File: src/rtl/core/pot_median_smooth_quantizer_defines.svh
// ----------------------------------------------------------------------------
// Assertion macros
// Shared concurrent assertion forms for the pot conditioning core.
// ----------------------------------------------------------------------------
`ifndef POT_MEDIAN_SMOOTH_QUANTIZER_DEFINES_SVH
`define POT_MEDIAN_SMOOTH_QUANTIZER_DEFINES_SVH

// property holds on every edge out of reset
`define PMSQ_ASSERT_HOLD(lbl, clk, rst_n, prop, msg) \
    lbl: assert property (@(posedge clk) disable iff (!rst_n) (prop)) else $error(msg);

// consequent holds in the cycle after the antecedent
`define PMSQ_ASSERT_NEXT(lbl, clk, rst_n, ante, cons, msg) \
    lbl: assert property (@(posedge clk) disable iff (!rst_n) (ante) |=> (cons)) \
        else $error(msg);

`endif

File: src/rtl/core/pmsq_pkg.sv
// ----------------------------------------------------------------------------
// pmsq_pkg
// Types and constants of the pot median / smoother / quantizer core.
// ----------------------------------------------------------------------------
package pmsq_pkg;

    localparam int unsigned STEP_COUNT_DEF = 127;

    localparam int unsigned CFG_ADDR_W = 8;
    localparam int unsigned CFG_DATA_W = 32;
    localparam int unsigned S_DATA_W   = 16;
    localparam int unsigned M_DATA_W   = 32;

    localparam int unsigned LVL_W   = 17;
    localparam int unsigned GAIN_W  = 18;
    localparam int unsigned WARM_W  = 16;
    localparam int unsigned STEP_W  = 7;
    localparam int unsigned MULA_W  = 19;
    localparam int unsigned MULP_W  = 20;
    localparam int unsigned MUL_STEPS = 17;
    localparam int unsigned CNT_W   = 5;

    localparam logic [LVL_W-1:0]  ONE_Q16    = 17'h10000;
    localparam logic [GAIN_W-1:0] GAIN_RST   = 18'd81340;
    localparam logic [LVL_W-1:0]  COEFF_RST  = 17'h10000;
    localparam logic [WARM_W-1:0] WARMUP_RST = 16'd2756;

    typedef enum logic [CFG_ADDR_W-1:0] {
        REG_INPUT_GAIN   = 8'd0,
        REG_REVERSE_DIR  = 8'd1,
        REG_SMOOTH_COEFF = 8'd2,
        REG_WARMUP_LEN   = 8'd3
    } reg_idx_t;

    typedef enum logic [2:0] {
        ST_IDLE,
        ST_MAP,
        ST_MED,
        ST_FILT,
        ST_LEVEL,
        ST_QUANT,
        ST_DONE
    } state_t;

    function automatic logic [LVL_W-1:0] med3(input logic [LVL_W-1:0] a,
                                             input logic [LVL_W-1:0] b,
                                             input logic [LVL_W-1:0] c);
        logic [LVL_W-1:0] lo;
        logic [LVL_W-1:0] hi;
        lo = (a < b) ? a : b;
        hi = (a < b) ? b : a;
        if (c <= lo) begin
            med3 = lo;
        end else if (c >= hi) begin
            med3 = hi;
        end else begin
            med3 = c;
        end
    endfunction

endpackage

File: src/rtl/core/pot_median_smooth_quantizer.sv
// ----------------------------------------------------------------------------
// pot_median_smooth_quantizer
// Pot reading conditioner: gain map, median of three, one-pole smoother,
// step quantizer with warm-up suppression and a poll-and-clear change flag.
// ----------------------------------------------------------------------------
// A sample beat runs the map, median, filter, level and quantize steps before
// its result is registered; a poll beat goes straight to its result. No new
// beat is taken until the last result is registered. One bit-serial shift-add
// multiplier runs three passes per sample (gain map, smoothing product, step scaling).
// aresetn is synchronous, active low; it loads register defaults and clears
// history, filter level, step and flag. No clearing pass.
`include "pot_median_smooth_quantizer_defines.svh"

module pot_median_smooth_quantizer #(
    parameter int unsigned STEP_COUNT = pmsq_pkg::STEP_COUNT_DEF
) (
    input  logic                              aclk,
    input  logic                              aresetn,
    input  logic                              s_tvalid,
    output logic                              s_tready,
    input  logic [pmsq_pkg::S_DATA_W-1:0]     s_tdata,   // [15:0] adc_sample
    input  logic                              s_tuser,   // [0] req_type
    output logic                              m_tvalid,
    input  logic                              m_tready,
    // [6:0] step_value, [23:7] smoothed_level, [24] change_flag,
    // [25] warming_up, [31:26] zero
    output logic [pmsq_pkg::M_DATA_W-1:0]     m_tdata,
    input  logic                              cfg_valid,
    output logic                              cfg_ready,
    input  logic [pmsq_pkg::CFG_ADDR_W-1:0]   cfg_addr,
    input  logic [pmsq_pkg::CFG_DATA_W-1:0]   cfg_data
);
    import pmsq_pkg::*;

    localparam logic [MULA_W-1:0] STEP_MULT = MULA_W'(STEP_COUNT);
    localparam logic [STEP_W-1:0] STEP_CODE = STEP_W'(STEP_COUNT);

    state_t state_reg, state_next;

    logic [GAIN_W-1:0]        gain_reg,   gain_next;
    logic                     rev_reg,    rev_next;
    logic [LVL_W-1:0]         coeff_reg,  coeff_next;
    logic [WARM_W-1:0]        wlen_reg,   wlen_next;
    logic [LVL_W-1:0]         hist0_reg,  hist0_next;
    logic [LVL_W-1:0]         hist1_reg,  hist1_next;
    logic [LVL_W-1:0]         hist2_reg,  hist2_next;
    logic [LVL_W-1:0]         level_reg,  level_next;
    logic [STEP_W-1:0]        step_reg,   step_next;
    logic                     pend_reg,   pend_next;
    logic                     wact_reg,   wact_next;
    logic [WARM_W-1:0]        wrem_reg,   wrem_next;
    logic                     req_reg,    req_next;
    logic [MULA_W-1:0]        mul_a_reg,  mul_a_next;
    logic [MULP_W-1:0]        mul_p_reg,  mul_p_next;
    logic [MUL_STEPS-1:0]     mul_q_reg,  mul_q_next;
    logic [CNT_W-1:0]         cnt_reg,    cnt_next;
    logic                     mvalid_reg, mvalid_next;
    logic [M_DATA_W-1:0]      mdata_reg,  mdata_next;

    logic                     s_beat;
    logic                     mul_last;
    logic                     out_free;
    logic signed [MULP_W-1:0] mul_sum;
    logic [MULP_W:0]          prod_hi;
    logic signed [MULP_W+MUL_STEPS-1:0] prod_rnd;
    logic [GAIN_W-1:0]        mapped;
    logic signed [MULA_W-1:0] rev_val;
    logic [LVL_W-1:0]         samp_new;
    logic [LVL_W-1:0]         med;
    logic signed [LVL_W:0]    diff;
    logic signed [MULP_W+1:0] lvl_sum;
    logic [LVL_W-1:0]         lvl_clamp;
    logic [STEP_W-1:0]        new_step;
    logic                     flag_out;

    assign s_tready  = (state_reg == ST_IDLE);
    assign cfg_ready = 1'b1;
    assign m_tvalid  = mvalid_reg;
    assign m_tdata   = mdata_reg;
    assign s_beat    = s_tvalid && s_tready;
    assign mul_last  = (cnt_reg == CNT_W'(MUL_STEPS - 1));
    assign out_free  = !mvalid_reg || m_tready;

    // next state
    always_comb begin
        state_next = state_reg;
        unique case (state_reg)
            ST_IDLE: begin
                if (s_beat) begin
                    state_next = s_tuser ? ST_DONE : ST_MAP;
                end
            end
            ST_MAP: begin
                if (mul_last) state_next = ST_MED;
            end
            ST_MED:   state_next = ST_FILT;
            ST_FILT: begin
                if (mul_last) state_next = ST_LEVEL;
            end
            ST_LEVEL: state_next = ST_QUANT;
            ST_QUANT: begin
                if (mul_last) state_next = ST_DONE;
            end
            ST_DONE: begin
                if (out_free) state_next = ST_IDLE;
            end
            default:  state_next = ST_IDLE;
        endcase
    end

    // shared arithmetic
    always_comb begin
        mul_sum  = mul_q_reg[0]
                 ? $signed(mul_p_reg) + $signed({mul_a_reg[MULA_W-1], mul_a_reg})
                 : $signed(mul_p_reg);
        prod_hi  = {mul_p_reg, mul_q_reg[MUL_STEPS-1]};
        prod_rnd = $signed({mul_p_reg, mul_q_reg}) + (MULP_W+MUL_STEPS)'(32768);

        mapped  = prod_hi[GAIN_W-1:0];
        rev_val = $signed(MULA_W'(ONE_Q16)) - $signed({1'b0, mapped});
        if (rev_reg) begin
            samp_new = rev_val[MULA_W-1] ? '0 : rev_val[LVL_W-1:0];
        end else begin
            samp_new = (mapped > GAIN_W'(ONE_Q16)) ? ONE_Q16 : mapped[LVL_W-1:0];
        end
        med  = med3(samp_new, hist0_reg, hist1_reg);
        diff = $signed({1'b0, med}) - $signed({1'b0, level_reg});

        lvl_sum = $signed({5'b0, level_reg})
                + $signed({prod_rnd[MULP_W+MUL_STEPS-1], prod_rnd[MULP_W+MUL_STEPS-1:16]});
        if (lvl_sum[MULP_W+1]) begin
            lvl_clamp = '0;
        end else if (lvl_sum > (MULP_W+2)'(ONE_Q16)) begin
            lvl_clamp = ONE_Q16;
        end else begin
            lvl_clamp = lvl_sum[LVL_W-1:0];
        end

        new_step = (level_reg >= ONE_Q16) ? STEP_CODE : prod_hi[STEP_W-1:0];
    end

    // datapath and outputs
    always_comb begin
        gain_next   = gain_reg;
        rev_next    = rev_reg;
        coeff_next  = coeff_reg;
        wlen_next   = wlen_reg;
        hist0_next  = hist0_reg;
        hist1_next  = hist1_reg;
        hist2_next  = hist2_reg;
        level_next  = level_reg;
        step_next   = step_reg;
        pend_next   = pend_reg;
        wact_next   = wact_reg;
        wrem_next   = wrem_reg;
        req_next    = req_reg;
        mul_a_next  = mul_a_reg;
        mul_p_next  = mul_p_reg;
        mul_q_next  = mul_q_reg;
        cnt_next    = cnt_reg;
        mvalid_next = mvalid_reg && !m_tready;
        mdata_next  = mdata_reg;
        flag_out    = pend_reg;

        if (cfg_valid) begin
            unique case (cfg_addr)
                REG_INPUT_GAIN:   gain_next = cfg_data[GAIN_W-1:0];
                REG_REVERSE_DIR:  rev_next  = cfg_data[0];
                REG_SMOOTH_COEFF: begin
                    coeff_next = (cfg_data[LVL_W-1:0] > ONE_Q16) ? ONE_Q16
                                                                 : cfg_data[LVL_W-1:0];
                end
                REG_WARMUP_LEN: begin
                    wlen_next = cfg_data[WARM_W-1:0];
                    wrem_next = cfg_data[WARM_W-1:0];
                    wact_next = (cfg_data[WARM_W-1:0] != '0);
                end
                default: ;
            endcase
        end

        unique case (state_reg)
            ST_IDLE: begin
                if (s_beat) begin
                    req_next   = s_tuser;
                    mul_a_next = {1'b0, gain_reg};
                    mul_p_next = '0;
                    mul_q_next = {1'b0, s_tdata};
                    cnt_next   = '0;
                end
            end
            ST_MAP, ST_FILT, ST_QUANT: begin
                mul_p_next = {mul_sum[MULP_W-1], mul_sum[MULP_W-1:1]};
                mul_q_next = {mul_sum[0], mul_q_reg[MUL_STEPS-1:1]};
                cnt_next   = cnt_reg + 1'b1;
            end
            ST_MED: begin
                hist0_next = samp_new;
                hist1_next = hist0_reg;
                hist2_next = hist1_reg;
                mul_a_next = {diff[LVL_W], diff};
                mul_p_next = '0;
                mul_q_next = coeff_reg;
                cnt_next   = '0;
            end
            ST_LEVEL: begin
                level_next = lvl_clamp;
                mul_a_next = STEP_MULT;
                mul_p_next = '0;
                mul_q_next = lvl_clamp;
                cnt_next   = '0;
            end
            ST_DONE: begin
                if (out_free) begin
                    if (req_reg) begin
                        flag_out  = pend_reg;
                        pend_next = 1'b0;
                    end else begin
                        if (wact_reg) begin
                            if (wrem_reg != '0) begin
                                wrem_next = wrem_reg - 1'b1;
                            end else begin
                                wact_next = 1'b0;
                                step_next = new_step;
                                pend_next = 1'b1;
                            end
                        end else if (new_step != step_reg) begin
                            step_next = new_step;
                            pend_next = 1'b1;
                        end
                        flag_out = pend_next;
                    end
                    mvalid_next = 1'b1;
                    mdata_next  = {6'b0, wact_next, flag_out, level_reg, step_next};
                end
            end
            default: ;
        endcase
    end

    always_ff @(posedge aclk) begin
        if (!aresetn) begin
            state_reg  <= ST_IDLE;
            gain_reg   <= GAIN_RST;
            rev_reg    <= 1'b0;
            coeff_reg  <= COEFF_RST;
            wlen_reg   <= WARMUP_RST;
            hist0_reg  <= '0;
            hist1_reg  <= '0;
            hist2_reg  <= '0;
            level_reg  <= '0;
            step_reg   <= '0;
            pend_reg   <= 1'b0;
            wact_reg   <= (WARMUP_RST != '0);
            wrem_reg   <= WARMUP_RST;
            req_reg    <= 1'b0;
            cnt_reg    <= '0;
            mvalid_reg <= 1'b0;
        end else begin
            state_reg  <= state_next;
            gain_reg   <= gain_next;
            rev_reg    <= rev_next;
            coeff_reg  <= coeff_next;
            wlen_reg   <= wlen_next;
            hist0_reg  <= hist0_next;
            hist1_reg  <= hist1_next;
            hist2_reg  <= hist2_next;
            level_reg  <= level_next;
            step_reg   <= step_next;
            pend_reg   <= pend_next;
            wact_reg   <= wact_next;
            wrem_reg   <= wrem_next;
            req_reg    <= req_next;
            cnt_reg    <= cnt_next;
            mvalid_reg <= mvalid_next;
        end
    end

    always_ff @(posedge aclk) begin
        mul_a_reg <= mul_a_next;
        mul_p_reg <= mul_p_next;
        mul_q_reg <= mul_q_next;
        mdata_reg <= mdata_next;
    end

    `PMSQ_ASSERT_HOLD(a_level_in_range, aclk, aresetn, level_reg <= ONE_Q16,
        "filter level above one")
    `PMSQ_ASSERT_HOLD(a_warmup_done_empty, aclk, aresetn, wact_reg || (wrem_reg == '0),
        "warm-up ended with count left")
    `PMSQ_ASSERT_NEXT(a_beat_leaves_idle, aclk, aresetn, s_beat, state_reg != ST_IDLE,
        "input beat did not start work")
    `PMSQ_ASSERT_HOLD(a_hist_in_range, aclk, aresetn,
        (hist2_reg <= ONE_Q16) && (hist0_reg <= ONE_Q16), "history sample above one")

endmodule

File: config.mk
export PLATFORM = sky130hd
export DESIGN_NAME = pot_median_smooth_quantizer
export DESIGN_NICKNAME = d
export VERILOG_FILES = /design/src/rtl/core/pmsq_pkg.sv /design/src/rtl/core/pot_median_smooth_quantizer.sv
export VERILOG_INCLUDE_DIRS = /design/src /design/src/rtl/core
export SDC_FILE = /design/constraint.sdc
export NUM_CORES = 1
export LEC_CHECK = 0
export BUFFER_PORTS_ARGS = -buffer_cell sky130_fd_sc_hd__clkbuf_2
export CAP_MARGIN = 20
export CELL_PAD_IN_SITES_DETAIL_PLACEMENT = 1
export CELL_PAD_IN_SITES_GLOBAL_PLACEMENT = 1
export CORE_MARGIN = 5
export CORE_UTILIZATION = 40
export DETAILED_ROUTE_END_ITERATION = 7
export PLACE_DENSITY = 0.69
export SKIP_LAST_GASP = 1
export SLEW_MARGIN = 20
export SYNTH_ARGS = -nofsm -noshare
export SYNTH_HDL_FRONTEND = slang
export SYNTH_SLANG_ARGS = --single-unit
File: constraint.sdc
create_clock -name aclk -period 11.8 [get_ports aclk]
set_input_delay 0.59 -clock aclk [delete_from_list [all_inputs] [get_ports aclk]]
set_output_delay 0.59 -clock aclk [all_outputs]
set_load 0.01 [all_outputs]
# Yosys cells after proc, flatten, opt, wreduce, memory -nomap -nowiden
# Cells that the tools add are included.
# word_totals
register_bits,204
# classes
add_sub_neg,7
n_lt_le_gt_ge,7
mux,52
reduce_logical,23
n_eq_ne,16
# ops
op,count
$mux W17,11
$mux W16,7
$pmux W17 S4,1
$pmux W20 S3,1
$pmux W19 S3,1
$mux W20,2
$add A37 B17 Y37 const B,1
$mux W7,5
$reduce_bool A16 Y1,2
$add A18 B21 Y22,1
$gt A22 B17 Y1 const B,1
$pmux W3 S7,1
$add A20 B19 Y20,1
$mux W19,1
$sub A17 B18 Y19 const A,1
$gt A18 B17 Y1 const B,1
$mux W3,6
$sub A17 B17 Y18,1
$ge A17 B17 Y1,1
$ge A17 B17 Y1 const B,1
$gt A17 B17 Y1 const B,1
$le A17 B17 Y1,1
$lt A17 B17 Y1,1
$eq A8 B2 Y1 const B,2
24 further kinds,53

# Depth between registers and ports, before layout
# logic_depth
ltp_word,10
ltp_mapped,42

# Least setup slack after synthesis
# OpenSTA, ideal clock, no wires.
# synth_path
kind,flip-flop to flip-flop
startpoint,register mul_p_reg[11]
endpoint,"register mul_a_reg[16], data pin"
t_arrival_ns,8.219
t_required_ns,11.532
setup_ns,0.268
path_stages_with_launch,40
setup_slack_ns,3.313
n_path_buf,5
cell_sequence,edfxtp_1 > buf_2 > or4_4 > or3_4 > o41ai_4 > clkbuf_1 > o21bai_1 > a21oi_1 > inv_1 > ha_1 > a21o_1 > a21o_1 > a211oi_1 > o21ai_0 > a21oi_1 > o21ai_4 > buf_4 > buf_2 > [4 not listed] > nor2b_1 > o311ai_0 > nand3_1 > a221o_1 > nor2b_1 > mux2_4 > buf_6 > a22o_1 > ha_1 > fa_1 > nand2b_1 > a21boi_0 > o21ai_0 > a211oi_1 > nor3_1 > o41ai_1 > xnor2_1 > o21ai_0
# synth_via
elab_chain_len,10
# synth_rtl
item,line_no,text
start: declaration,pot_median_smooth_quantizer.sv:54,"logic [MULP_W-1:0] mul_p_reg, mul_p_next;"
start signal: assignment,pot_median_smooth_quantizer.sv:281,mul_p_reg <= mul_p_next;
$sub A17 B18 Y19 or $gt A18 B17 Y1 (tied branches),"pot_median_smooth_quantizer.sv:120, pot_median_smooth_quantizer.sv:124",
$mux W17 (on tied branches),"pot_median_smooth_quantizer.sv:122, pot_median_smooth_quantizer.sv:124",
$mux W17 *,pot_median_smooth_quantizer.sv:121,if (rev_reg) begin
via samp_new[10],pot_median_smooth_quantizer.sv:68,logic [LVL_W-1:0] samp_new;
$lt A17 B17 Y1,"pmsq_pkg.sv:50, pmsq_pkg.sv:51",
$mux W17,pmsq_pkg.sv:51,hi = (a < b) ? b : a;
$ge A17 B17 Y1,pmsq_pkg.sv:54,end else if (c >= hi) begin
$mux W17,pmsq_pkg.sv:54,
$mux W17 *,pmsq_pkg.sv:52,if (c <= lo) begin
$sub A17 B17 Y18 *,pot_median_smooth_quantizer.sv:127,"diff = $signed({1'b0, med}) - $signed({1'b0, level_reg});"
$pmux W19 S3 *,pot_median_smooth_quantizer.sv:182,unique case (state_reg)
via mul_a_next[16],pot_median_smooth_quantizer.sv:53,"logic [MULA_W-1:0] mul_a_reg, mul_a_next;"
end signal: assignment,pot_median_smooth_quantizer.sv:280,mul_a_reg <= mul_a_next;
end: declaration,pot_median_smooth_quantizer.sv:53,
# Mark *: on every way through the listed nets, which the timed path passes. The rest lies on a longest branch.
# A chain may end at the register's enable or synchronous reset.

# Final worst setup path
# layout_path
startpoint,register mul_p_reg[0]
endpoint,"register mul_a_reg[16], data pin"
# The elaborated chain is that of the path after synthesis.

==> impl_metrics.ini <==
[sta]
tightest_slew_ns = 1.04
rsz0062_at_grt = no
setup_violations = 0
fin_skew_ns = 0.0234
period_share = 0.893
slew_violations = 0
tns_ns = 0
post-route-min-period_ns = 10.53
relSlewSlack = 0.309
fmax_mhz = 94.9
hold_viol = 0

[power]
cellLeakagePower_nw = 6.40
p_clk_frac = 0.170
p_seq_frac = 0.210
switching_share = 0.485
peakVddDrop_v = 0.000155
p_int_w = 0.00269
switchingPower_w = 0.00253
cellPowerDensity_nw_per_um2 = 324
pwr-share-comb = 0.620
total_power_w = 0.00522

[clock_tree]
clock-sinks = 203
clkLatencyLatePin_ns = 0.58
cts_htree_levels = 1
cts_buffers = 26
cts-resized-gates = 0
cts_tree = done
root_buffer = clkbuf_16
postCtsSetupBuffers = 0
hold_buffers = 0
path_clk_slew_ns = 0.06
clock_path_buffers = 3

[setup_path]
slowest_stage = o31ai_1
cp-end-kind = flip-flop
path_max_fanout = 26
worstPathRequired_ns = 12.09
max_stage_delay_ns = 0.77
crit_type = flip-flop to flip-flop
cp_common_cell = ha_1
arrival_ns = 10.83
cp-start-kind = flip-flop

[die]
die_h_um = 200
die_w_um = 200
start_util = 0.405
fp-row-count = 69
dieArea_um2 = 40000
pin_count = 97
core-area_um2 = 35700

[logic_synthesis]
yosys_warnings = 0
ys_ff_latch = 203
ys.flop_type = dfxtp_1
seq_area_frac_synth = 0.337
synth_cell_type_count = 81
synthArstFlopShare = 0
synth-edff-count = 81
syn_avg_cell_area_um2 = 8.18
syn-cell-area_um2 = 14500
synth_cells = 1767

[place]
place_area_um2 = 15200
port_buffers = 75
gp_congestion = 0.873
hpwlAfterDp_um = 36900

[global_route]
track_usage = 0.248
grt_max_degree = 83
overflow = 0
grt_pass1_vias = 13650
grt_pass1_wl_um = 78800
antenna_found_initial = 1

[final_layout]
drive_gt1_frac = 0.108
final_util = 0.453
largest_reg_flops = 26
nNetsFinal = 1966
diodes = 0
fillCellCount = 4292
multi_input_area_um2 = 8840
area_delta_synth_final_pct = 11.7
finalInstanceArea_um2 = 16100
regArea_um2 = 4870

[hold_path]
holdCritPathClass = primary input to flip-flop

[drt]
initialDrtViolationCount = 976
wl_um = 50400
via_per_inst = 6.03
drc_errors = 0
routedWlPerCell_um = 22.2
vias = 13696
firstDrtPassIters = 5
ant_nets = 0

[job]
drv_cap = 0

[status]
status = completed
[power groups by stage]
stage / logic, W / registers, W / clock network, W
6_report: 0.00324 / 0.00110 / 0.000887
5_1_grt: 0.00356 / 0.00111 / 0.000937
4_1_cts: 0.00318 / 0.00110 / 0.000905
3_5_place_dp: 0.00316 / 0.00111 / 0
3_3_place_gp: 0.00305 / 0.00110 / 0
2_1_floorplan: 0.00239 / 0.000992 / 0
[Yosys cell counts, types with 5 or more instances]
| cell | n | area share |
|---|---|---|
| a211oi_1 | 30 | 0.016 |
| a21o_1 | 42 | 0.022 |
| a21oi_1 | 129 | 0.045 |
| a221oi_1 | 31 | 0.019 |
| a22oi_1 | 20 | 0.010 |
| a31oi_1 | 15 | 0.0065 |
| and2_1 | 7 | 0.0030 |
| and3_1 | 13 | 0.0056 |
| and4_1 | 7 | 0.0042 |
| buf_1 | 8 | 0.0021 |
| buf_2 | 10 | 0.0035 |
| buf_4 | 11 | 0.0057 |
| clkbuf_1 | 79 | 0.021 |
| dfxtp_1 | 122 | 0.17 |
| edfxtp_1 | 81 | 0.17 |
| ha_1 | 110 | 0.095 |
| inv_1 | 85 | 0.022 |
| mux2_2 | 5 | 0.0039 |
| mux2i_1 | 32 | 0.022 |
| nand2_1 | 210 | 0.055 |
| nand2b_1 | 20 | 0.0087 |
| nand3_1 | 68 | 0.024 |
| nand3b_1 | 7 | 0.0036 |
| nand4_1 | 23 | 0.010 |
| nand4b_1 | 5 | 0.0030 |
| nor2_1 | 180 | 0.047 |
| nor2b_1 | 18 | 0.0078 |
| nor3_1 | 38 | 0.013 |
| nor3b_1 | 5 | 0.0026 |
| nor4_1 | 19 | 0.0082 |
| o211ai_1 | 16 | 0.0083 |
| o21a_1 | 10 | 0.0052 |
| o21ai_0 | 101 | 0.035 |
| o22ai_1 | 5 | 0.0022 |
| o31a_1 | 7 | 0.0042 |
| o31ai_1 | 22 | 0.011 |
| o32ai_1 | 10 | 0.0061 |
| o41ai_1 | 10 | 0.0061 |
| or2_2 | 17 | 0.0074 |
| or3_1 | 12 | 0.0052 |
| xnor2_1 | 32 | 0.019 |
| xor2_1 | 18 | 0.011 |
[stage by stage]
step           hold WS [ns]  cells  worst slack, ns
2_1_floorplan         0.436   1772             3.31
3_3_place_gp          0.449   2223             1.49
3_5_place_dp          0.456   2223             1.25
4_1_cts               0.270   2271             1.12
5_1_grt               0.291   2272            0.550
6_report              0.293   2272             1.27
[layout make-up]
class | count | area share
multi-input cells | 1375 | 0.548
flip-flops and latches | 203 | 0.302
inverters | 85 | 0.0198
repair buffers | 100 | 0.0361
clock buffers | 30 | 0.0431
well taps | 461 | 0.0357
clock inverters | 18 | 0.0156
[kinds of logic after synthesis]
group | share of synthesized area
buffers and inverters | 0.0546
AO/OA/AOI/OAI | 0.231
flip-flops | 0.337
AND/OR/NAND/NOR | 0.219
multiplexers | 0.0281
other | 0.000520
XOR/XNOR | 0.0303
adder cells (fa/ha/maj) | 0.0994
[critical path, delay by kind of cell, from the launching register on]
family / cells / cell delay, ns
xor gates and xnor gates: 1 / 0.16
and+or+nand+nor: 8 / 1.82
adders and majority gates: 5 / 1.40
muxes: 2 / 0.65
AOI/OAI and AO/OA: 16 / 5.16
DFF: 1 / 0.61
buffers and inverters: 2 / 0.43
[per-layer routing]
layer | GRT usage | part of all wire | vias to the layer above
met2 | 0.397 | 0.45 | 304
met5 | 0 | 0 | -
met1 | 0.358 | 0.48 | 6812
met4 | 0.0556 | 0.019 | 0
met3 | 0.0336 | 0.049 | 54
li1 | - | - | 6526
[worst paths after layout]
kind	start	to	slack [ns]	depth (start not counted)
min	cfg_data[17]	gain_reg[17]	0.29	3
min reg2reg	gain_reg[0]	gain_reg[0]	0.46	2
max	mul_p_reg[0]	mul_a_reg[16]	1.27	34
max reg2reg	mul_p_reg[0]	mul_a_reg[16]	1.27	34
[layout by cell type (no fill, tap or decap), drive strengths merged, types with 31 or more instances in the layout]
| cell type | Yosys | layout |
|---|---|---|
| nand2 | 210 | 210 |
| nor2 | 180 | 180 |
| o21ai | 103 | 103 |
| dfxtp | 122 | 122 |
| a21o | 42 | 42 |
| ha | 110 | 110 |
| nor3 | 38 | 38 |
| inv | 85 | 87 |
| a221oi | 31 | 31 |
| xnor2 | 32 | 32 |
| edfxtp | 81 | 81 |
| nand3 | 68 | 68 |
| mux2i | 32 | 32 |
| a21oi | 129 | 129 |
| clkbuf | 79 | 105 |
| a211oi | 31 | 31 |
No activity file was read; power rests on OpenSTA's default activity.
